## src/lpbp_pkg.sv

```systemverilog
// Types, codes and byte formatting shared by the LCD pixel byte packer.
`timescale 1ns / 1ps

package lpbp_pkg;

  localparam int PIX_W   = 24;  // RGB888 pixel
  localparam int GLYPH_W = 8;   // glyph row bits
  localparam int GW_W    = 4;   // glyph width register and pixel counters
  localparam int BYTE_W  = 8;

  typedef enum logic [1:0] {
    MODE_12 = 2'd0,
    MODE_16 = 2'd1,
    MODE_18 = 2'd2,
    MODE_24 = 2'd3
  } mode_e;

  typedef enum logic [1:0] {
    REG_BUS_FMT     = 2'd0,
    REG_FG_COLOR    = 2'd1,
    REG_BG_COLOR    = 2'd2,
    REG_GLYPH_WIDTH = 2'd3
  } reg_idx_e;

  typedef enum logic {
    CMD_PIXEL = 1'b0,
    CMD_GLYPH = 1'b1
  } cmd_e;

  typedef struct packed {
    mode_e             bus_fmt;
    logic [PIX_W-1:0]  fg_color;
    logic [PIX_W-1:0]  bg_color;
    logic [GW_W-1:0]   glyph_width;
  } cfg_t;

  // One queued item, already classified with its pixel count.
  typedef struct packed {
    cmd_e                cmd;
    logic [PIX_W-1:0]    color;
    logic [GLYPH_W-1:0]  bits;
    logic                last;
    logic [GW_W-1:0]     npix;
  } item_t;

  // Byte sel of a pixel (a) or, in 12-bit mode, of the pair (a, b).
  function automatic logic [BYTE_W-1:0] pack_byte(mode_e mode, logic [1:0] sel,
                                                   logic [PIX_W-1:0] a,
                                                   logic [PIX_W-1:0] b);
    logic [7:0] ra, ga, ba, rb, gb, bb, comp;
    logic [BYTE_W-1:0] res;
    ra = a[23:16]; ga = a[15:8]; ba = a[7:0];
    rb = b[23:16]; gb = b[15:8]; bb = b[7:0];
    case (sel)
      2'd0:    comp = ra;
      2'd1:    comp = ga;
      default: comp = ba;
    endcase
    unique case (mode)
      MODE_12: begin
        case (sel)
          2'd0:    res = {ra[7:4], ga[7:4]};
          2'd1:    res = {ba[7:4], rb[7:4]};
          default: res = {gb[7:4], bb[7:4]};
        endcase
      end
      MODE_16: begin
        if (sel == 2'd0) begin
          res = {ra[7:3], ga[7:5]};
        end else begin
          res = {ga[4:2], ba[7:3]};
        end
      end
      MODE_18: res = {comp[7:2], 2'b00};
      default: res = comp;
    endcase
    return res;
  endfunction

endpackage

```

## src/lcd_pixel_byte_packer_core.sv

```systemverilog
// Top level of the LCD pixel byte packer: config registers, front end, queue, back end.
`timescale 1ns / 1ps

// Turns RGB888 pixels and glyph rows into the byte stream of an 8-bit parallel
// LCD data bus. bus_fmt picks the bus format: 12-bit packs two RGB444 pixels
// into three bytes, 16-bit sends RGB565 as two bytes, 18-bit sends three bytes
// with the two low bits cleared, 24-bit sends r, g, b raw. A glyph-row beat
// (in_tuser=1) expands glyph_width bits from bit 7 down into fg/bg pixels. In
// 12-bit mode an unpaired pixel is held across beats; a beat with in_tlast set
// flushes it paired with itself. A beat processed in any other mode drops a held
// pixel. out_tlast marks the final byte a beat produces; a beat that produces no
// byte yields nothing. The output register sends one byte per cycle while
// out_tready accepts it: two per pixel in 16-bit mode, three in 18/24-bit
// mode, three per pair in 12-bit mode after a step that holds the first pixel;
// a beat with no byte still takes a step. A two-entry queue decouples input
// acceptance from byte generation, so in_tready stays high until two beats
// wait. Configuration writes take effect on the next cycle and must be made
// while the block is idle. Reset is synchronous, active low.
module lcd_pixel_byte_packer_core #(
  parameter int MAX_GLYPH_WIDTH = 8
) (
  input  logic        clk,
  input  logic        rst_n,
  // input stream
  input  logic        in_tvalid,
  output logic        in_tready,
  input  logic [31:0] in_tdata,   // [23:0] color, [31:24] glyph_bits
  input  logic        in_tuser,   // [0] cmd: 0 pixel, 1 glyph row
  input  logic        in_tlast,   // ends the pixel run
  // output byte stream
  output logic        out_tvalid,
  input  logic        out_tready,
  output logic [7:0]  out_tdata,  // [7:0] data_byte
  output logic        out_tlast,  // last byte of the input beat
  // configuration write port
  input  logic        cfg_we,
  input  logic [1:0]  cfg_addr,
  input  logic [23:0] cfg_wdata
);
  import lpbp_pkg::*;

  cfg_t   cfg_r, cfg_nxt;
  item_t  f_item, h_item;
  logic   q_push, q_full, q_pop, h_valid;

  // Register file: one write per cycle, no read-back.
  always_comb begin
    cfg_nxt = cfg_r;
    if (cfg_we) begin
      unique case (reg_idx_e'(cfg_addr))
        REG_BUS_FMT:     cfg_nxt.bus_fmt     = mode_e'(cfg_wdata[1:0]);
        REG_FG_COLOR:    cfg_nxt.fg_color    = cfg_wdata[PIX_W-1:0];
        REG_BG_COLOR:    cfg_nxt.bg_color    = cfg_wdata[PIX_W-1:0];
        REG_GLYPH_WIDTH: cfg_nxt.glyph_width = cfg_wdata[GW_W-1:0];
        default:         cfg_nxt = cfg_r;
      endcase
    end
  end

  always_ff @(posedge clk) begin
    if (!rst_n) begin
      cfg_r.bus_fmt     <= MODE_24;
      cfg_r.fg_color    <= 24'hFFFFFF;
      cfg_r.bg_color    <= 24'h000000;
      cfg_r.glyph_width <= GW_W'(8);
    end else begin
      cfg_r <= cfg_nxt;
    end
  end

  // Front end: accept and classify beats.
  lpbp_front #(
    .MAX_GLYPH_WIDTH (MAX_GLYPH_WIDTH)
  ) u_front (
    .in_tvalid   (in_tvalid),
    .in_tready   (in_tready),
    .in_tdata    (in_tdata),
    .in_tuser    (in_tuser),
    .in_tlast    (in_tlast),
    .glyph_width (cfg_r.glyph_width),
    .q_full      (q_full),
    .q_push      (q_push),
    .q_item      (f_item)
  );

  // Queue between front and back.
  lpbp_queue u_queue (
    .clk        (clk),
    .rst_n      (rst_n),
    .push       (q_push),
    .push_item  (f_item),
    .full       (q_full),
    .pop        (q_pop),
    .head_valid (h_valid),
    .head_item  (h_item)
  );

  // Back end: pixel walk, 12-bit pairing, byte output register.
  lpbp_back u_back (
    .clk        (clk),
    .rst_n      (rst_n),
    .cfg        (cfg_r),
    .head_valid (h_valid),
    .head_item  (h_item),
    .pop        (q_pop),
    .out_tvalid (out_tvalid),
    .out_tready (out_tready),
    .out_tdata  (out_tdata),
    .out_tlast  (out_tlast)
  );

endmodule

```

## src/lpbp_front.sv

```systemverilog
// Front end: accepts input beats and classifies them into queue items.
`timescale 1ns / 1ps

module lpbp_front #(
  parameter int MAX_GLYPH_WIDTH = 8
) (
  input  logic                          in_tvalid,
  output logic                          in_tready,
  input  logic [31:0]                   in_tdata,
  input  logic                          in_tuser,
  input  logic                          in_tlast,
  input  logic [lpbp_pkg::GW_W-1:0]     glyph_width,
  input  logic                          q_full,
  output logic                          q_push,
  output lpbp_pkg::item_t               q_item
);
  import lpbp_pkg::*;

  localparam logic [GW_W-1:0] MAX_W = GW_W'(MAX_GLYPH_WIDTH);

  logic [GW_W-1:0] row_w;

  // Glyph width saturates at the widest row the unit supports.
  assign row_w     = (glyph_width > MAX_W) ? MAX_W : glyph_width;
  assign in_tready = !q_full;
  assign q_push    = in_tvalid && !q_full;

  always_comb begin
    q_item.cmd   = cmd_e'(in_tuser);
    q_item.color = in_tdata[PIX_W-1:0];
    q_item.bits  = in_tdata[PIX_W+GLYPH_W-1:PIX_W];
    q_item.last  = in_tlast;
    q_item.npix  = (in_tuser == CMD_GLYPH) ? row_w : GW_W'(1);
  end

endmodule

```

## src/lpbp_queue.sv

```systemverilog
// Two-entry item queue between the front end and the byte sequencer.
`timescale 1ns / 1ps

module lpbp_queue (
  input  logic             clk,
  input  logic             rst_n,
  input  logic             push,
  input  lpbp_pkg::item_t  push_item,
  output logic             full,
  input  logic             pop,
  output logic             head_valid,
  output lpbp_pkg::item_t  head_item
);
  import lpbp_pkg::*;

  item_t       mem_r [2];
  logic        wr_r, wr_nxt;
  logic        rd_r, rd_nxt;
  logic [1:0]  cnt_r, cnt_nxt;

  assign full       = (cnt_r == 2'd2);
  assign head_valid = (cnt_r != 2'd0);
  assign head_item  = mem_r[rd_r];

  always_comb begin
    wr_nxt  = push ? !wr_r : wr_r;
    rd_nxt  = pop ? !rd_r : rd_r;
    cnt_nxt = cnt_r + {1'b0, push} - {1'b0, pop};
  end

  always_ff @(posedge clk) begin
    if (!rst_n) begin
      wr_r  <= 1'b0;
      rd_r  <= 1'b0;
      cnt_r <= 2'd0;
    end else begin
      wr_r  <= wr_nxt;
      rd_r  <= rd_nxt;
      cnt_r <= cnt_nxt;
    end
  end

  always_ff @(posedge clk) begin
    if (push) begin
      mem_r[wr_r] <= push_item;
    end
  end

endmodule

```

## src/lpbp_back.sv

```systemverilog
// Back end: walks each item's pixels and emits one bus byte per cycle while out_tready accepts.
`timescale 1ns / 1ps

module lpbp_back (
  input  logic                          clk,
  input  logic                          rst_n,
  input  lpbp_pkg::cfg_t                cfg,
  input  logic                          head_valid,
  input  lpbp_pkg::item_t               head_item,
  output logic                          pop,
  output logic                          out_tvalid,
  input  logic                          out_tready,
  output logic [7:0]                    out_tdata,
  output logic                          out_tlast
);
  import lpbp_pkg::*;

  logic [GW_W-1:0]    pix_r, pix_nxt;
  logic [1:0]         byte_r, byte_nxt;
  logic [PIX_W-1:0]   held_r, held_nxt;
  logic               held_valid_r, held_valid_nxt;
  logic               out_valid_r, out_valid_nxt;
  logic [BYTE_W-1:0]  out_data_r, out_data_nxt;
  logic               out_last_r, out_last_nxt;

  logic               step, eff_held, in_pix, emit, is_last;
  logic [GW_W-1:0]    rem, k;
  logic [GLYPH_W-1:0] bits_sh;
  logic [PIX_W-1:0]   px;
  logic [BYTE_W-1:0]  byte_val;

  assign step     = head_valid && (!out_valid_r || out_tready);
  assign eff_held = held_valid_r && (cfg.bus_fmt == MODE_12);
  assign in_pix   = (pix_r != head_item.npix);
  assign rem      = head_item.npix - pix_r;
  assign k        = rem - GW_W'(1);
  assign bits_sh  = head_item.bits << pix_r;
  assign px       = (head_item.cmd == CMD_GLYPH) ?
                    (bits_sh[GLYPH_W-1] ? cfg.fg_color : cfg.bg_color) :
                    head_item.color;

  always_comb begin
    pix_nxt        = pix_r;
    byte_nxt       = byte_r;
    held_nxt       = held_r;
    held_valid_nxt = held_valid_r;
    emit           = 1'b0;
    is_last        = 1'b0;
    pop            = 1'b0;
    byte_val       = '0;
    if (step) begin
      // any other bus format drops a held 12-bit pixel
      if (cfg.bus_fmt != MODE_12) begin
        held_valid_nxt = 1'b0;
      end
      if (in_pix) begin
        unique case (cfg.bus_fmt)
          MODE_12: begin
            if (!eff_held) begin
              held_nxt       = px;
              held_valid_nxt = 1'b1;
              pix_nxt        = pix_r + GW_W'(1);
              pop            = (k == '0) && !head_item.last;
            end else begin
              emit     = 1'b1;
              byte_val = pack_byte(MODE_12, byte_r, held_r, px);
              if (byte_r == 2'd2) begin
                held_valid_nxt = 1'b0;
                pix_nxt        = pix_r + GW_W'(1);
                byte_nxt       = 2'd0;
                pop            = (k == '0);
                // more bytes follow if another pair forms or a flush does
                is_last        = !((k >= GW_W'(2)) || (head_item.last && k[0]));
              end else begin
                byte_nxt = byte_r + 2'd1;
              end
            end
          end
          MODE_16: begin
            emit     = 1'b1;
            byte_val = pack_byte(MODE_16, byte_r, px, px);
            if (byte_r == 2'd1) begin
              pix_nxt  = pix_r + GW_W'(1);
              byte_nxt = 2'd0;
              pop      = (k == '0);
              is_last  = (k == '0);
            end else begin
              byte_nxt = byte_r + 2'd1;
            end
          end
          default: begin
            emit     = 1'b1;
            byte_val = pack_byte(cfg.bus_fmt, byte_r, px, px);
            if (byte_r == 2'd2) begin
              pix_nxt  = pix_r + GW_W'(1);
              byte_nxt = 2'd0;
              pop      = (k == '0);
              is_last  = (k == '0);
            end else begin
              byte_nxt = byte_r + 2'd1;
            end
          end
        endcase
      end else if (head_item.last && eff_held) begin
        // flush: held pixel paired with itself
        emit     = 1'b1;
        byte_val = pack_byte(MODE_12, byte_r, held_r, held_r);
        if (byte_r == 2'd2) begin
          held_valid_nxt = 1'b0;
          byte_nxt       = 2'd0;
          pop            = 1'b1;
          is_last        = 1'b1;
        end else begin
          byte_nxt = byte_r + 2'd1;
        end
      end else begin
        pop = 1'b1;
      end
      if (pop) begin
        pix_nxt = '0;
      end
    end
  end

  always_comb begin
    out_valid_nxt = out_valid_r;
    out_data_nxt  = out_data_r;
    out_last_nxt  = out_last_r;
    if (emit) begin
      out_valid_nxt = 1'b1;
      out_data_nxt  = byte_val;
      out_last_nxt  = is_last;
    end else if (out_tready) begin
      out_valid_nxt = 1'b0;
    end
  end

  always_ff @(posedge clk) begin
    if (!rst_n) begin
      pix_r        <= '0;
      byte_r       <= 2'd0;
      held_valid_r <= 1'b0;
      held_r       <= '0;
      out_valid_r  <= 1'b0;
    end else begin
      pix_r        <= pix_nxt;
      byte_r       <= byte_nxt;
      held_valid_r <= held_valid_nxt;
      held_r       <= held_nxt;
      out_valid_r  <= out_valid_nxt;
    end
  end

  always_ff @(posedge clk) begin
    out_data_r <= out_data_nxt;
    out_last_r <= out_last_nxt;
  end

  assign out_tvalid = out_valid_r;
  assign out_tdata  = out_data_r;
  assign out_tlast  = out_last_r;

endmodule

```

## config.mk

```make
export PLATFORM = sky130hd
export DESIGN_NAME = lcd_pixel_byte_packer_core
export DESIGN_NICKNAME = d
export VERILOG_FILES = /design/src/lpbp_pkg.sv /design/src/lcd_pixel_byte_packer_core.sv /design/src/lpbp_front.sv /design/src/lpbp_queue.sv /design/src/lpbp_back.sv
export SDC_FILE = /design/constraint.sdc
export NUM_CORES = 1
export LEC_CHECK = 0
export BUFFER_PORTS_ARGS = -buffer_cell sky130_fd_sc_hd__buf_2
export CAP_MARGIN = 0
export CELL_PAD_IN_SITES_DETAIL_PLACEMENT = 0
export CELL_PAD_IN_SITES_GLOBAL_PLACEMENT = 1
export CORE_ASPECT_RATIO = 0.6
export CORE_MARGIN = 1
export CORE_UTILIZATION = 50
export CTS_CLUSTER_DIAMETER = 200
export DETAILED_ROUTE_END_ITERATION = 8
export GPL_ROUTABILITY_DRIVEN = 0
export GPL_TIMING_DRIVEN = 0
export PLACE_DENSITY_LB_ADDON = 0.05
export SYNTH_ARGS = -nofsm -noshare
export SYNTH_HDL_FRONTEND = slang
export SYNTH_SLANG_ARGS = --single-unit
```

## constraint.sdc

```tcl
create_clock -name clk -period 10.9 [get_ports clk]
set_input_delay 2.18 -clock clk [delete_from_list [all_inputs] [get_ports clk]]
set_output_delay 2.18 -clock clk [all_outputs]
set_load 0.02 [all_outputs]
```

== After elaboration in Yosys (flattened, before gate mapping) ==
Memory sizes are Yosys's and may differ from the RTL's. A register that Yosys moved wholly into a read port is not among the register bits.
Index checks and enable logic that the tools add are counted.
Storage, ports and cells
  register bits: 99
  output and inout bits: 11
  word-level logic and storage cells: 122
  input bits: 65
  RAM bits: 76
  memories: 1
Operators by class
  bitwise gates (word level): 1
  reductions and logical operators: 30
  add/subtract/negate cells: 6
  shift-type cells: 1
  $lt $le $gt $ge: 2
  mux-type cells: 56
  equal/unequal tests: 11
Memories
  u_queue.mem_r: words 2, width 38, read ports 1, clocked after Yosys merged registers in 1, wr ports 1, RTL line lpbp_queue.sv:16  | item_t mem_r [2];
Operator list (number)
  $pmux 8 s2: 4
  $mux 24: 2
  $mux 8: 4
  $mux 1: 29
  $mux 4: 7
  $mux 2: 6
  $eq 2x2->1 const B: 5
  $reduce_bool 2->1: 5
  $pmux 4 s2: 1
  $reduce_and 2->1: 4
  $shl 8x4->8: 1
  $eq 2x1->1 const B: 3
  $logic_and 1x1->1: 6
  $logic_not 1->1: 6
  $logic_not 2->1: 3
  $reduce_and 3->1: 2
  $add 4x1->4 const B: 1
  $ge 4x2->1 const B: 1
  $gt 4x4->1 const B: 1
  $logic_not 4->1: 1
  $ne 4x4->1: 1
  $pmux 1 s2: 2
  $pmux 2 s2: 1
  $reduce_and 4->1: 1
  other kinds (9): 10

== Depth between registers and ports, before layout ==
  depth after elaboration: 11
  gate-level depth with buffers: 18
  gate-level depth less buffers: 14

== By module ==
A second synthesis with hierarchy kept.
Unflattened totals
  cell total of the unflattened synthesis: 819
  area total of the unflattened synthesis: 8579.5 um^2
By module, submodules not included
  lpbp_queue: cells an instance 139, seq. area each 2382.3 um^2, area an instance 3051.7 um^2, times used 1
  lpbp_back: cells an instance 404, seq. area each 670.6 um^2, area an instance 2996.6 um^2, times used 1
  lcd_pixel_byte_packer_core: cells an instance 235, seq. area each 1081.0 um^2, area an instance 2232.1 um^2, times used 1
  lpbp_front: cells an instance 41, seq. area each 0.0 um^2, area an instance 299.0 um^2, times used 1

== Worst setup path before layout ==
Ideal clock, no wire load.
  kind: input to register
  from: in in_tvalid
  to: mem u_queue.mem_r[0][0] in the netlist's numbering (enable)
  slack: 6579 ps
  library setup time: 435 ps
  stages: 2
  required time: 10465 ps
  arrival time: 3886 ps
  cell sequence: nand2_1 > nor2_1
On the way
  longest elaborated chain between the ends: 3
Ends and longest elaborated chain
  from (decl): RTL line lcd_pixel_byte_packer_core.sv:25  | input logic in_tvalid,
  $logic_and 1x1->1: RTL line lpbp_front.sv:26  | assign q_push = in_tvalid && !q_full;
  $mux 1: RTL line lpbp_queue.sv:44  | if (push) begin
  $mux 1 (implied by the code): RTL line lpbp_queue.sv:45  | mem_r[wr_r] <= push_item;
  to (decl): RTL line lpbp_queue.sv:16
Every way passes these cells.

==> summary.txt <==
initial antenna violation count: 1
Post-Synth Adder-Cell Area: 1.21%
PwrDens: 217 nW/um2
Clock transition at path regs: 70 ps
Pins Over Slew Limit: 0
Cell variety after synth: 77
hold path cells: 2
share of cells above drive strength 1: 16.9%
critical path peak fanout: 10
Worst R2R Path Depth: 18
Crit Path Class: reg -> reg
Final Cell Area: 9160 um2
Vias: 6626
post-synthesis xor/xnor area fraction: 1.02%
combinational family with the most area after synthesis: simple AND/OR/NAND/NOR gates
crit path capture type: register
leakage power: 3.42 nW
number of port buffers: 75
clock network latency to the later pin of the worst-skew pair: 440 ps
worst r2r dst: u_queue.cnt_r[1]$_SDFF_PN0_
DR iter-0 viols: 940
flop2flop setup slack: 6570 ps
Post-Syn Area per Cell: 10.1 um2
GR Overflow Total: 0
peak supply drop: 0.000111 V
Starting Density: 51.3%
Die ar.: 16300 um2
startpoint types: register
row cnt: 35
area of the multi-input gates: 3430 um2
slowest CP cell: mux2_2
Critical Path RT: 11230 ps
post-CTS sizing: 0
layout net count: 949
Hold Path End: cfg_r[12]$_SDFFE_PN0P_
Ports: 76
Max Buffers Root-to-Sink: 2
most frequent cells in the layout: 149 x nand2_1, 85 x edfxtp_1, 82 x buf_2
# hold bufs at CTS: 0
sequential-to-total area share from yosys stat: 52.5%
clk root buf: clkbuf_16
compound-cell area share of the yosys netlist: 16.7%
Final Setup Violations: 0
cell area after synthesis: 7880 um2
Initial DRT Pass Iterations: 6
period utilization: 39.7%
HP Start: cfg_r[12]$_SDFFE_PN0P_
RSZ-0062 raised after global routing: false
core area: 15400 um2
CP cell instances: buf_6 -> buf_12 -> buf_2 -> buf_2 -> mux2_2 -> ha_1 -> a211oi_1 -> xnor3_1 -> a2bb2oi_1 -> or2_1 -> o31ai_1 -> and2b_1 -> ha_1 -> inv_1 -> ha_1 -> xnor2_1 -> xnor2_1 -> and2_1
CTS tree: yes
Die Y: 99.3 um
global-route wire length before repair: 36200 um
cell area after placement: 8570 um2
DRC violations left: 0
CTS buffer count: 17
ys async rst share: 0%
Fillers: 1306
Synth Instances: 781
simple-gate share of the synthesized area: 18.2%
Crit path max-delay family: buffers and inverters
Syn-to-layout area delta: 16.2%
post-DP HPWL: 17200 um
clk_skew: 10.4 ps
worst path bufs/invs: 5
H-tree depth: 4
status: completed
Die Wd: 164 um
setup tns final: 0 ps
EDFF count, synth: 85
DRT antenna net count: 0
max-cap violations: 0
Period minus WS final: 4330 ps
Finished Core Util: 59.6%
Max-slew headroom: 27.4%
Ys Warns: 0
Worst-Margin Slew: 1060 ps
Sequential Area: 4130 um2
clock sink total: 164
DR vias/cell: 6.06
CP arrival: 4660 ps
HP Class: reg -> reg
routed len/inst: 21.3 um
worst stage delay on the critical path: 410 ps
final hold viol count: 0
Synthesized Nets: 853
number of global-route vias before repair: 6169
GRT Total Usage: 30.2%
largest net degree at the start of global routing: 39
critical path depth: 18
Post-CTS Setup Bufs: 0
Detailed Route WL: 23300 um
synthesis-stage register bit count: 164
proportion of synthesized area in mux cells: 6.29%
most common cell after layout, fill and taps aside: nand2_1
Top cell by count, worst path: ha_1
top_reg_cell synth: edfxtp_1
Achievable Freq: 231 MHz
[per-stage QoR]
stage          total power, W  hold WS, ps  setup WS (ps)  std cells
6_report              0.00199          466           6570       1094
5_1_grt               0.00207          486           6320       1093
4_1_cts               0.00197          466           6570       1093
3_5_place_dp          0.00138          457           6570       1061
3_3_place_gp          0.00137          448           5590       1059
2_1_floorplan         0.00117          434           6580        781
[power by group]
group / switching, W / internal, W / total, W
combinational: 0.000422 / 0.000204 / 0.000626
sequential: 0.0000271 / 0.000739 / 0.000766
clock: 0.000288 / 0.000307 / 0.000595
[worst max path at each step]
stage	to	slack, ps
final	u_queue.cnt_r[1]$_SDFF_PN0_	6570
after global routing	u_queue.cnt_r[1]$_SDFF_PN0_	6320
after CTS	u_queue.cnt_r[1]$_SDFF_PN0_	6570
after detailed placement	u_queue.cnt_r[1]$_SDFF_PN0_	6570
after global placement	u_queue.mem_r[0][25]$_DFFE_PP_	5590
after floorplan	u_queue.mem_r[0][0]$_DFFE_PP_	6580
[cell usage after synthesis (7+ instances only)]
library cell	instances	area, um2
a211oi_1	11	82.6
and2_1	17	106
nand2_1	149	559
a21oi_1	29	145
inv_1	20	75.1
nor2_1	44	165
or3_1	7	43.8
a21boi_0	25	188
clkbuf_1	35	131
edfxtp_1	85	2550
nor3_1	9	45.0
o21ai_0	23	115
buf_2	7	35.0
dfxtp_1	79	1580
mux2i_1	36	360
o21ai_1	8	40.0
nand3_1	33	165
nor2b_1	16	100
a31oi_1	9	56.3
mux2_2	8	90.1
[sequential cells by signal, indices dropped and copies added, names as in the netlist, named ones only]
register,count
u_queue.cnt_r,2
u_back.out_tlast,1
u_queue.mem_r,76
u_back.held_valid_r,1
u_queue.rd_r,1
u_back.out_tvalid,1
cfg_r,54
u_back.held_r,12
u_back.out_tdata,8
u_queue.wr_r,1
u_back.pix_r,4
u_back.byte_r,2
[cell families (layout without fill, tap and decap cells)]
| group | after synthesis | after routing |
|---|---|---|
| AO/OA/AOI/OAI | 181 | 181 |
| XOR/XNOR | 6 | 6 |
| adder cells (fa/ha/maj) | 7 | 7 |
| buffers and inverters | 69 | 178 |
| flip-flops | 164 | 164 |
| multiplexers | 47 | 47 |
| other | 0 | 1 |
| AND/OR/NAND/NOR | 307 | 307 |
[tightest hold or removal path, cell delays in order, from the launching register on]
cell	delay, ps
dfxtp_1	310
nand2_1	50
a21boi_0	60
[routing by layer]
layer  global-route usage, %  routed length, um  up-vias  share of wire (%)
li1                        -                  -     3027                  -
met4                    8.62                406        0                1.7
met1                    47.8              11000     3106                 47
met3                    7.34               2720       55                 12
met5                       0                  0        -                  0
met2                    39.8               9160      438                 39
[final cells by class]
type	count	share of cell area, %
antenna	1	0.0273
buffer	49	2.73
clock buffer	17	4.65
clock inverter	15	1.75
inverter	20	0.820
multi-input combinational	548	37.5
sequential	164	45.2
tap	203	2.77
timing repair buffer	77	4.62
No activity file was read; power rests on OpenSTA's default activity.
